**config.mk**
```make
export PLATFORM = sky130hd
export DESIGN_NAME = signed_int_to_decimal_ascii
export DESIGN_NICKNAME = d
export VERILOG_FILES = /design/src/design/sdac_pkg.sv /design/src/design/signed_int_to_decimal_ascii.sv /design/src/design/sdac_emit.sv
export SDC_FILE = /design/constraint.sdc
export NUM_CORES = 1
export LEC_CHECK = 0
export ABC_AREA = 1
export BUFFER_PORTS_ARGS = -buffer_cell sky130_fd_sc_hd__buf_2
export CAP_MARGIN = 25
export CORE_UTILIZATION = 48
export CTS_BUF_LIST = sky130_fd_sc_hd__clkbuf_8
export DETAILED_ROUTE_END_ITERATION = 8
export PLACE_DENSITY = 0.67
export SLEW_MARGIN = 20
export SYNTH_ARGS = -nofsm -noshare
export SYNTH_HDL_FRONTEND = slang
export SYNTH_SLANG_ARGS = --single-unit
```
**constraint.sdc**
```tcl
create_clock -name clk_i -period 7.8 [get_ports clk_i]
set_input_delay 0.78 -clock clk_i [delete_from_list [all_inputs] [get_ports clk_i]]
set_output_delay 0.78 -clock clk_i [all_outputs]
set_load 0.05 [all_outputs]
```
**src/design/sdac_pkg.sv**
```systemverilog
// ----------------------------------------------------------------------------
// sdac_pkg: shared types and constants for the decimal text converter
// Holds the double-dabble stage word, the ASCII codes and the step function
// that every pipeline stage after the input register applies.
// ----------------------------------------------------------------------------
package sdac_pkg;

  localparam int unsigned DATA_W       = 32;
  localparam int unsigned CHAR_W       = 8;
  localparam int unsigned DIGIT_W      = 4;
  localparam int unsigned NUM_DIGITS   = 10;
  localparam int unsigned BCD_W        = NUM_DIGITS * DIGIT_W;
  localparam int unsigned STEPS_PER_STG = 8;
  localparam int unsigned NUM_STAGES   = DATA_W / STEPS_PER_STG + 1;
  localparam int unsigned IDX_W        = 4;

  localparam logic [CHAR_W-1:0] ASCII_ZERO  = 8'd48;
  localparam logic [CHAR_W-1:0] ASCII_MINUS = 8'd45;

  // One word in flight through the converter.
  typedef struct packed {
    logic              neg;
    logic [DATA_W-1:0] bin;
    logic [BCD_W-1:0]  bcd;
  } dd_stage_t;

  // Eight shift-add-3 steps: digits of five or more get three added, then
  // the whole BCD and binary word shifts left by one.
  function automatic dd_stage_t dd_step8(input dd_stage_t s);
    dd_stage_t r;
    r = s;
    for (int k = 0; k < STEPS_PER_STG; k++) begin
      for (int d = 0; d < NUM_DIGITS; d++) begin
        if (r.bcd[d*DIGIT_W +: DIGIT_W] >= 4'd5) begin
          r.bcd[d*DIGIT_W +: DIGIT_W] = r.bcd[d*DIGIT_W +: DIGIT_W] + 4'd3;
        end
      end
      r.bcd = {r.bcd[BCD_W-2:0], r.bin[DATA_W-1]};
      r.bin = {r.bin[DATA_W-2:0], 1'b0};
    end
    return r;
  endfunction

endpackage

```
**src/design/signed_int_to_decimal_ascii.sv**
```systemverilog
// ----------------------------------------------------------------------------
// signed_int_to_decimal_ascii: 32-bit signed integer to decimal ASCII text
// A five-stage double-dabble pipeline converts the magnitude to BCD, and a
// serializer sends the sign and digits most significant first.
//
//   Channel   Signals                        Direction  Handshake
//   input     start_i, busy_o, value_i       in         start_i && !busy_o
//   result    valid_o, char_code_o, last_o   out        valid_o strobe
//
// A word that is taken passes through the input register and four stages
// of eight shift-add-3 steps each before it reaches the serializer. The
// serializer then sends one character per cycle, 1 to 11 per word.
// Up to five further words wait in the pipeline; busy_o rises once they
// back up to the input register. Reset clears all valid bits; nothing else
// is needed. The receiver takes every strobed character.
// ----------------------------------------------------------------------------
module signed_int_to_decimal_ascii (
  input  logic                          clk_i,
  input  logic                          rst_ni,
  input  logic                          start_i,
  output logic                          busy_o,
  input  logic signed [sdac_pkg::DATA_W-1:0] value_i,
  output logic                          valid_o,
  output logic [sdac_pkg::CHAR_W-1:0]   char_code_o,
  output logic                          last_o
);
  import sdac_pkg::*;

  logic      [NUM_STAGES-1:0] valid_q;
  dd_stage_t                  pipe_q [NUM_STAGES];
  logic      [NUM_STAGES-1:0] adv;
  logic                       accept;
  logic                       emit_ready;
  logic                       emit_ld;
  logic      [DATA_W-1:0]     mag;
  dd_stage_t                  entry;

  // A stage takes new data when it is empty or its word moves on.
  always_comb begin
    adv[NUM_STAGES-1] = !valid_q[NUM_STAGES-1] || emit_ready;
    for (int i = NUM_STAGES - 2; i >= 0; i--) begin
      adv[i] = !valid_q[i] || adv[i+1];
    end
  end

  assign busy_o  = valid_q[0] && !adv[0];
  assign accept  = start_i && !busy_o;
  assign emit_ld = valid_q[NUM_STAGES-1] && emit_ready;

  // Magnitude in unsigned arithmetic; the most negative value maps exactly.
  assign mag       = value_i[DATA_W-1] ? (DATA_W'(0) - DATA_W'(value_i)) : DATA_W'(value_i);
  assign entry.neg = value_i[DATA_W-1];
  assign entry.bin = mag;
  assign entry.bcd = '0;

  // Valid bits of the pipeline.
  always_ff @(posedge clk_i or negedge rst_ni) begin
    if (!rst_ni) begin
      valid_q <= '0;
    end else begin
      if (adv[0]) begin
        valid_q[0] <= accept;
      end
      for (int i = 1; i < NUM_STAGES; i++) begin
        if (adv[i]) begin
          valid_q[i] <= valid_q[i-1];
        end
      end
    end
  end

  // Data of the pipeline: each stage after the first applies eight conversion steps.
  always_ff @(posedge clk_i) begin
    if (adv[0]) begin
      pipe_q[0] <= entry;
    end
    for (int i = 1; i < NUM_STAGES; i++) begin
      if (adv[i]) begin
        pipe_q[i] <= dd_step8(pipe_q[i-1]);
      end
    end
  end

  // Character serializer.
  sdac_emit u_emit (
    .clk_i       (clk_i),
    .rst_ni      (rst_ni),
    .ld_i        (emit_ld),
    .ld_data_i   (pipe_q[NUM_STAGES-1]),
    .ready_o     (emit_ready),
    .valid_o     (valid_o),
    .char_code_o (char_code_o),
    .last_o      (last_o)
  );

endmodule

```
**src/design/sdac_emit.sv**
```systemverilog
// ----------------------------------------------------------------------------
// sdac_emit: character serializer
// Takes one converted word, finds its leading digit and sends the optional
// minus sign and then the digits, one character per cycle.
// ----------------------------------------------------------------------------
module sdac_emit (
  input  logic                             clk_i,
  input  logic                             rst_ni,
  input  logic                             ld_i,
  input  sdac_pkg::dd_stage_t              ld_data_i,
  output logic                             ready_o,
  output logic                             valid_o,
  output logic [sdac_pkg::CHAR_W-1:0]      char_code_o,
  output logic                             last_o
);
  import sdac_pkg::*;

  logic                 busy_q, busy_d;
  logic                 minus_q, minus_d;
  logic [IDX_W-1:0]     idx_q, idx_d;
  logic [BCD_W-1:0]     bcd_q;
  logic [IDX_W-1:0]     top_idx;
  logic [DIGIT_W-1:0]   cur_digit;
  logic                 finishing;

  // Position of the most significant nonzero digit; zero when all are zero.
  always_comb begin
    top_idx = '0;
    for (int d = 0; d < NUM_DIGITS; d++) begin
      if (ld_data_i.bcd[d*DIGIT_W +: DIGIT_W] != '0) begin
        top_idx = IDX_W'(d);
      end
    end
  end

  assign cur_digit = bcd_q[{idx_q, 2'b00} +: DIGIT_W];
  assign finishing = busy_q && !minus_q && (idx_q == '0);
  assign ready_o   = !busy_q || finishing;

  // Output character: minus sign first when pending, then the digits.
  assign valid_o     = busy_q;
  assign char_code_o = minus_q ? ASCII_MINUS : (ASCII_ZERO + CHAR_W'(cur_digit));
  assign last_o      = finishing;

  // Next-state logic for the sequencer.
  always_comb begin
    busy_d  = busy_q;
    minus_d = minus_q;
    idx_d   = idx_q;
    if (busy_q) begin
      if (minus_q) begin
        minus_d = 1'b0;
      end else if (idx_q != '0) begin
        idx_d = idx_q - 1'b1;
      end else begin
        busy_d = 1'b0;
      end
    end
    if (ld_i) begin
      busy_d  = 1'b1;
      minus_d = ld_data_i.neg;
      idx_d   = top_idx;
    end
  end

  always_ff @(posedge clk_i or negedge rst_ni) begin
    if (!rst_ni) begin
      busy_q  <= 1'b0;
      minus_q <= 1'b0;
      idx_q   <= '0;
    end else begin
      busy_q  <= busy_d;
      minus_q <= minus_d;
      idx_q   <= idx_d;
    end
  end

  // Digit storage needs no reset.
  always_ff @(posedge clk_i) begin
    if (ld_i) begin
      bcd_q <= ld_data_i.bcd;
    end
  end

`ifndef SYNTH
  a_load_only_when_ready : assert property (@(posedge clk_i) disable iff (!rst_ni)
    ld_i |-> ready_o)
    else $error("word loaded while serializer still busy");

  a_run_continues : assert property (@(posedge clk_i) disable iff (!rst_ni)
    valid_o && !last_o |=> valid_o)
    else $error("character run broken before its last character");

  a_minus_not_last : assert property (@(posedge clk_i) disable iff (!rst_ni)
    valid_o && char_code_o == ASCII_MINUS |-> !last_o)
    else $error("minus sign sent as final character");

  a_digit_range : assert property (@(posedge clk_i) disable iff (!rst_ni)
    valid_o && !minus_q |-> cur_digit <= 4'd9)
    else $error("non-decimal digit sent");
`endif

endmodule
```
# [Yosys cells after proc, flatten, opt, wreduce, memory -nomap -nowiden]
# Memories as Yosys holds them, arrays and structs flattened.
# Cells that the tools add are included.
[totals] word_cells=1360 inputBits=35 ramBits=365 ff_bits=51 out_inout_bits=11 mem_count=1
[op_classes] n_shift=1 n_reduce_logical=34 n_mux=671 addsub=323 order_cmp=320 eq_ne=1
[mem_list] memory="pipe_q" depth=5 width=73 rd=5 rd_clocked_by_memory_dff=0 write_ports=5 line_no="signed_int_to_decimal_ascii.sv:30" text="dd_stage_t pipe_q [NUM_STAGES];"
[ops] operator="2-to-1 mux 4 bit" n=588
[ops] operator=">= comparator 4 x 3 -> 1 bit, second input constant" n=320
[ops] operator="adder 4 x 2 -> 4 bit, second input constant" n=288
[ops] operator="2-to-1 mux 3 bit" n=64
[ops] operator="adder 3 x 2 -> 3 bit, second input constant" n=32
[ops] operator="nonzero test 4 bit" n=10
[ops] operator="variable part select 40 x 7 -> 4 bit" n=1
[ops] operator="2-to-1 mux 32 bit" n=1
[ops] operator="subtractor 1 x 32 -> 32 bit, first input constant" n=1
[ops] operator="2-to-1 mux 1 bit" n=17
[ops] operator="logical NOT 1 bit" n=9
[ops] operator="2-to-1 mux 8 bit" n=1
[ops] operator="adder 6 x 4 -> 7 bit, first input constant" n=1
[ops] operator="logical OR 1 bit" n=6
[ops] operator="logical AND 1 bit" n=5
[ops] operator="logical NOT 4 bit" n=1
[ops] operator="nonzero test 2 bit" n=2
[ops] operator="subtractor 4 x 1 -> 4 bit, second input constant" n=1
[ops] operator="AND reduction 3 bit" n=1
[ops] operator="!= test 2 bit, second input constant" n=1

# [Longest topological paths before layout]
[depth] depth_word=30 mapped_depth=49 mapped_depth_nobuf=49

# [Modules after synthesis]
# From an unflattened synthesis, not the netlist that was laid out.
[unflattened] hier_cells=3437 hier_area_um2=24249.5
[by_module_without_submodules] mod="signed_int_to_decimal_ascii" seq_area_each_um2=5740.5 n_inst=1 cells_per_inst=3236 area_per_inst_um2=22024.9
[by_module_without_submodules] mod="sdac_emit" seq_area_each_um2=1351.3 n_inst=1 cells_per_inst=201 area_per_inst_um2=2224.6

# [Least setup slack after synthesis]
# Ideal clock, no wire load.
[synth_path] path_kind="register to register" from="register u_emit.idx_q[1]" to="memory pipe_q[0][40] (netlist name), enable pin" setup_ps=388 slack_ps=1221 t_arrival_ps=6191 path_stages_with_launch=19 period_less_slack_ps=6579 t_required_ps=7412 n_path_buf=2 path_cell_list="dfrtp_1 -> clkbuf_1 -> inv_1 -> clkbuf_1 -> ha_1 -> nand2_1 -> nor2_1 -> nand2_1 -> nand2_1 -> nor2_1 -> inv_1 -> nor2_1 -> inv_1 -> nor2_1 -> inv_1 -> nor2_1 -> inv_1 -> nor2_1 -> inv_1"
[synth_rtl] item="start: declaration" line_no="sdac_emit.sv:20" text="logic [IDX_W-1:0] idx_q, idx_d;"
[synth_rtl] item="start signal: assignment" line_no="sdac_emit.sv:74" text="idx_q <= idx_d;"
[synth_rtl] item="end: declaration" line_no="signed_int_to_decimal_ascii.sv:30"

# [Worst setup path in the final report]
[layout_path] from="register u_emit.idx_q[0]" to="output port busy_o"
[layout_between] elab_chain_len=10
[layout_rtl] item="logical NOT 4 bit" line_no="sdac_emit.sv:37" text="assign finishing = busy_q && !minus_q && (idx_q == '0);"
[layout_rtl] item="logical AND 1 bit" line_no="sdac_emit.sv:37"
[layout_rtl] item="logical OR 1 bit" line_no="sdac_emit.sv:38" text="assign ready_o = !busy_q || finishing;"
[layout_rtl] item="logical OR 1 bit" line_no="signed_int_to_decimal_ascii.sv:40" text="adv[NUM_STAGES-1] = !valid_q[NUM_STAGES-1] || emit_ready;"
[layout_rtl] item="named net adv[4]" line_no="signed_int_to_decimal_ascii.sv:31" text="logic [NUM_STAGES-1:0] adv;"
[layout_rtl] item="logical OR 1 bit" line_no="signed_int_to_decimal_ascii.sv:42" text="adv[i] = !valid_q[i] || adv[i+1];"
[layout_rtl] item="named net adv[3]" line_no="signed_int_to_decimal_ascii.sv:31"
[layout_rtl] item="logical OR 1 bit" line_no="signed_int_to_decimal_ascii.sv:42"
[layout_rtl] item="named net adv[2]" line_no="signed_int_to_decimal_ascii.sv:31"
[layout_rtl] item="logical OR 1 bit" line_no="signed_int_to_decimal_ascii.sv:42"
[layout_rtl] item="named net adv[1]" line_no="signed_int_to_decimal_ascii.sv:31"
[layout_rtl] item="logical OR 1 bit" line_no="signed_int_to_decimal_ascii.sv:42"
[layout_rtl] item="logical NOT 1 bit" line_no="signed_int_to_decimal_ascii.sv:46" text="assign busy_o = valid_q[0] && !adv[0];"
[layout_rtl] item="logical AND 1 bit" line_no="signed_int_to_decimal_ascii.sv:46"
[layout_rtl] item="end: declaration" line_no="signed_int_to_decimal_ascii.sv:21" text="output logic busy_o,"
# The timed path passes the listed nets, and every way through them passes these cells.

==> summary.md <==
| Metric | Value |
|---|---|
| Outcome | finished clean |
| PortBufs | 42 |
| Final Skew | 0.0443 ns |
| Synth cell types | 56 |
| DR vias | 20500 |
| CTS max path bufs | 3 |
| Largest net degree at the start of global routing | 44 |
| Met1 GRT Util | 20.0% |
| # DRC | 0 |
| Hold-fix buffers, CTS | 0 |
| Final Hold Violating Endpoints | 0 |
| CTS buffer count | 45 |
| Die W | between 200 and 250 um |
| Final slew viol count | 0 |
| Min cycle time layout | 6.08 ns |
| Synth Flop Type | edfxtp_1 |
| Seq. cell area | roughly 7000 um^2 |
| Final net count | 3662 |
| Final ANT Viol Nets | 0 |
| Worst-path cell chain | inv_1 -> ha_1 -> nand2_1 -> nor2_1 -> nand2_1 -> nand2_1 -> nor2_1 -> inv_1 -> buf_4 -> nor2_1 -> inv_1 -> buf_4 -> nor2_1 -> inv_1 -> buf_4 -> nor2_1 -> clkinv_1 -> buf_4 -> nor2_1 -> buf_2 |
| Synth warn | 0 |
| Starting Density | 48.7% |
| Finished layout cell area | 26300 um^2 |
| Core area | 50200 um^2 |
| Crit Reg-Reg Endpoint | pipe_q[0][329]$_DFFE_PP_ |
| Critical path arrival | 5.30 ns |
| DRT iter0 DRCs | 710 |
| Ys async rst share | between 4 and 5% |
| Crit-path max FO | between 40 and 50 |
| Flops & latches, synth | 238 |
| GR Overflow Total | 0 |
| Endpoints failing setup | 0 |
| Mean Syn Cell Area | 7.18 um^2 |
| # resized after CTS | 0 |
| Worst Setup End Kind | output pin |
| Gpl congestion | ~0.84 |
| Final setup TNS | 0 ns |
| CP dominant cell by count | nor2_1 |
| Top-level I/O count | 46 |
| Slew headroom | roughly two fifths |
| Ant diodes | 0 |
| Actual slew at the worst max-slew pin | between 0.9 and 1 ns |
| Post-synth EDFFs | 227 |
| Kind of critical path | reg -> out |
| Clock slew at reported path FFs | 0.06 ns |
| Row count | between 80 and 90 |
| Root Buffer | clkbuf_8 |
| Share of cells above drive strength 1 | 17.3% |
| # Post-CTS Setup Buffers | 0 |
| CTS tree | yes |
| RSZ-0062 raised after global routing | no |
| MaxCap Viol Count | 0 |
| Final HPWL DP | 35.3 mm |
| Die height | 228 um |
| FF-to-FF Start | pipe_q[0][247]$_DFFE_PP_ |
| R2R cell count | 41 |
| Register area share after synthesis | 29.1% |
| Met3 Track Usage GR | 2.67% |
| Vias in the first global route | 18900 |
| Worst Path Required | 7.02 ns |
| Die footprint | 51800 um^2 |
| Critical Path Max Stage Delay | 0.61 ns |
| Tightest Hold Check Type | in -> async |
| Startpoint Class | flip-flop |
| Critical-path top delay cell | dfrtp_1 |
| Grt peak-use layer | met2 |
| Drt first pass iters | 4 |
| Top delay family on crit path | buffers and inverters |
| Drt via density | a little under 5 |
| Fmax | 164 MHz |
| Clock Latency Late Sink | 0.62 ns |
| Initial antenna violation count | 1 |
| Area growth from synthesis to layout | 7.68% |
| WL final | about 44 mm |
| Final period utilization | between 70 and 80% |
| Synth Instances | 3400 |
| Tot GR Track Use | 17.4% |
| Wire per inst | 10.4 um |
| Filler Cell Count | 4846 |
| First-pass GRT wire length | 77.1 mm |
| Reg2reg setup slack | approximately 1.8 ns |
| Met2 Use GR | 33.4% |
| Buf/Inv on CP | 10 |
| Area taken by multi-input logic gates | around 15000 um^2 |
| Placed Area | 25500 um^2 |
| Num Clock Sinks | 238 |
| CTS HTree Levels | 2 |
| Synthesized cell area | 24400 um^2 |
routing by layer:
metal  share of wire [%]  wire (um)
met1                  46      19900
met2                  50      21900
met3                 2.7       1170
met4                 1.4        610
met5               0.025         11
cell usage in the layout (no fill, tap or decap), types with 16 or more instances in the layout:
cell type,synthesis,final
nand2_2,202,202
o21ai_1,20,20
nand3_1,315,315
a21o_1,30,30
nand3b_1,16,16
inv_1,554,561
nand3_2,105,105
xor2_1,74,74
inv_2,18,18
nand4_1,135,135
edfxtp_1,227,227
a21oi_1,44,43
nand2_4,35,35
nor2_1,87,87
ha_1,144,144
o21ai_0,96,96
nand2_1,1015,1015
buf_2,0,42
clkbuf_8,0,47
and2_1,32,32
a31o_2,16,16
o21ai_2,51,51
cell type report:
class,instances,share of cell area [%]
Multi-Input combinational cell,2576,57.5
Inverter,574,8.20
Sequential cell,238,27.0
Clock inverter,36,0.676
Clock buffer,47,2.46
Tap cell,672,3.20
Timing Repair Buffer,48,0.971
kinds of logic (layout without fill, tap and decap cells):
| group | after synthesis | in the layout | synth area share, % |
|---|---|---|---|
| AND/OR/NAND/NOR | 2007 | 2007 | 41.5 |
| buffers and inverters | 587 | 705 | 9.07 |
| flip-flops | 238 | 238 | 29.1 |
| adder cells (fa/ha/maj) | 144 | 144 | 7.38 |
| XOR/XNOR | 106 | 106 | 4.50 |
| multiplexers | 1 | 1 | 0.0410 |
| other | 2 | 3 | 0.0308 |
| AO/OA/AOI/OAI | 315 | 315 | 8.46 |
cell usage after synthesis (all sizes together) (2+ instances only):
master	number	area share [%]
a21o	34	1.1
a21oi	48	1.0
a22o	2	0.072
a31o	16	0.57
a31oi	2	0.051
and2	50	1.4
buf	3	0.092
clkbuf	10	0.15
clkinv	2	0.031
conb	2	0.031
dfrtp	11	1.1
edfxtp	227	28
ha	144	7.4
inv	572	8.8
nand2	1252	22
nand3	429	11
nand3b	16	0.49
nand4	135	3.5
nor2	88	1.4
nor3	9	0.18
nor3b	2	0.061
nor4	12	0.31
o211ai	14	0.43
o21a	6	0.19
o21ai	168	4.3
o21bai	4	0.12
o221ai	4	0.14
o22ai	12	0.31
or2	14	0.36
xnor2	21	1.0
xor2	85	3.5
worst max-delay path by stage:
stage | startpoint | end | slack, ns | cells after the start
after floorplan | u_emit.idx_q[1]$_DFFE_PN0P_ | pipe_q[0][40]$_DFFE_PP_ | 1.22 | 18
after global routing | pipe_q[0][158]$_DFFE_PP_ | pipe_q[0][245]$_DFFE_PP_ | 1.03 | 45
final | u_emit.idx_q[0]$_DFFE_PN0P_ | busy_o | 1.72 | 20
after CTS | u_emit.idx_q[0]$_DFFE_PN0P_ | busy_o | 1.57 | 20
after global placement | u_emit.idx_q[0]$_DFFE_PN0P_ | pipe_q[0][55]$_DFFE_PP_ | 1.88 | 21
after detailed placement | pipe_q[0][247]$_DFFE_PP_ | pipe_q[0][329]$_DFFE_PP_ | 1.79 | 41
sequential cells by signal, indices dropped and copies added (netlist names):
name and cells:
u_emit.valid_o 1, u_emit.idx_q 4, valid_q 5, u_emit.bcd_q 40, u_emit.minus_q 1, pipe_q 187
stage by stage:
stage | cells | hold slack [ns] | worst slack (ns) | utilization [%]
final | 4191 | 0.0830 | 1.72 | 52.4
after global routing | 4191 | 0.0734 | 1.03 | 52.4
after CTS | 4191 | 0.0359 | 1.57 | 52.4
after detailed placement | 4108 | 0.405 | 1.79 | 50.7
after global placement | 4108 | 0.401 | 1.88 | 50.7
after floorplan | 3401 | 0.400 | 1.22 | -
Power is left out: the tool's default activity adds up to more than one toggle a clock period on the data nets, which glitch-free logic cannot reach.
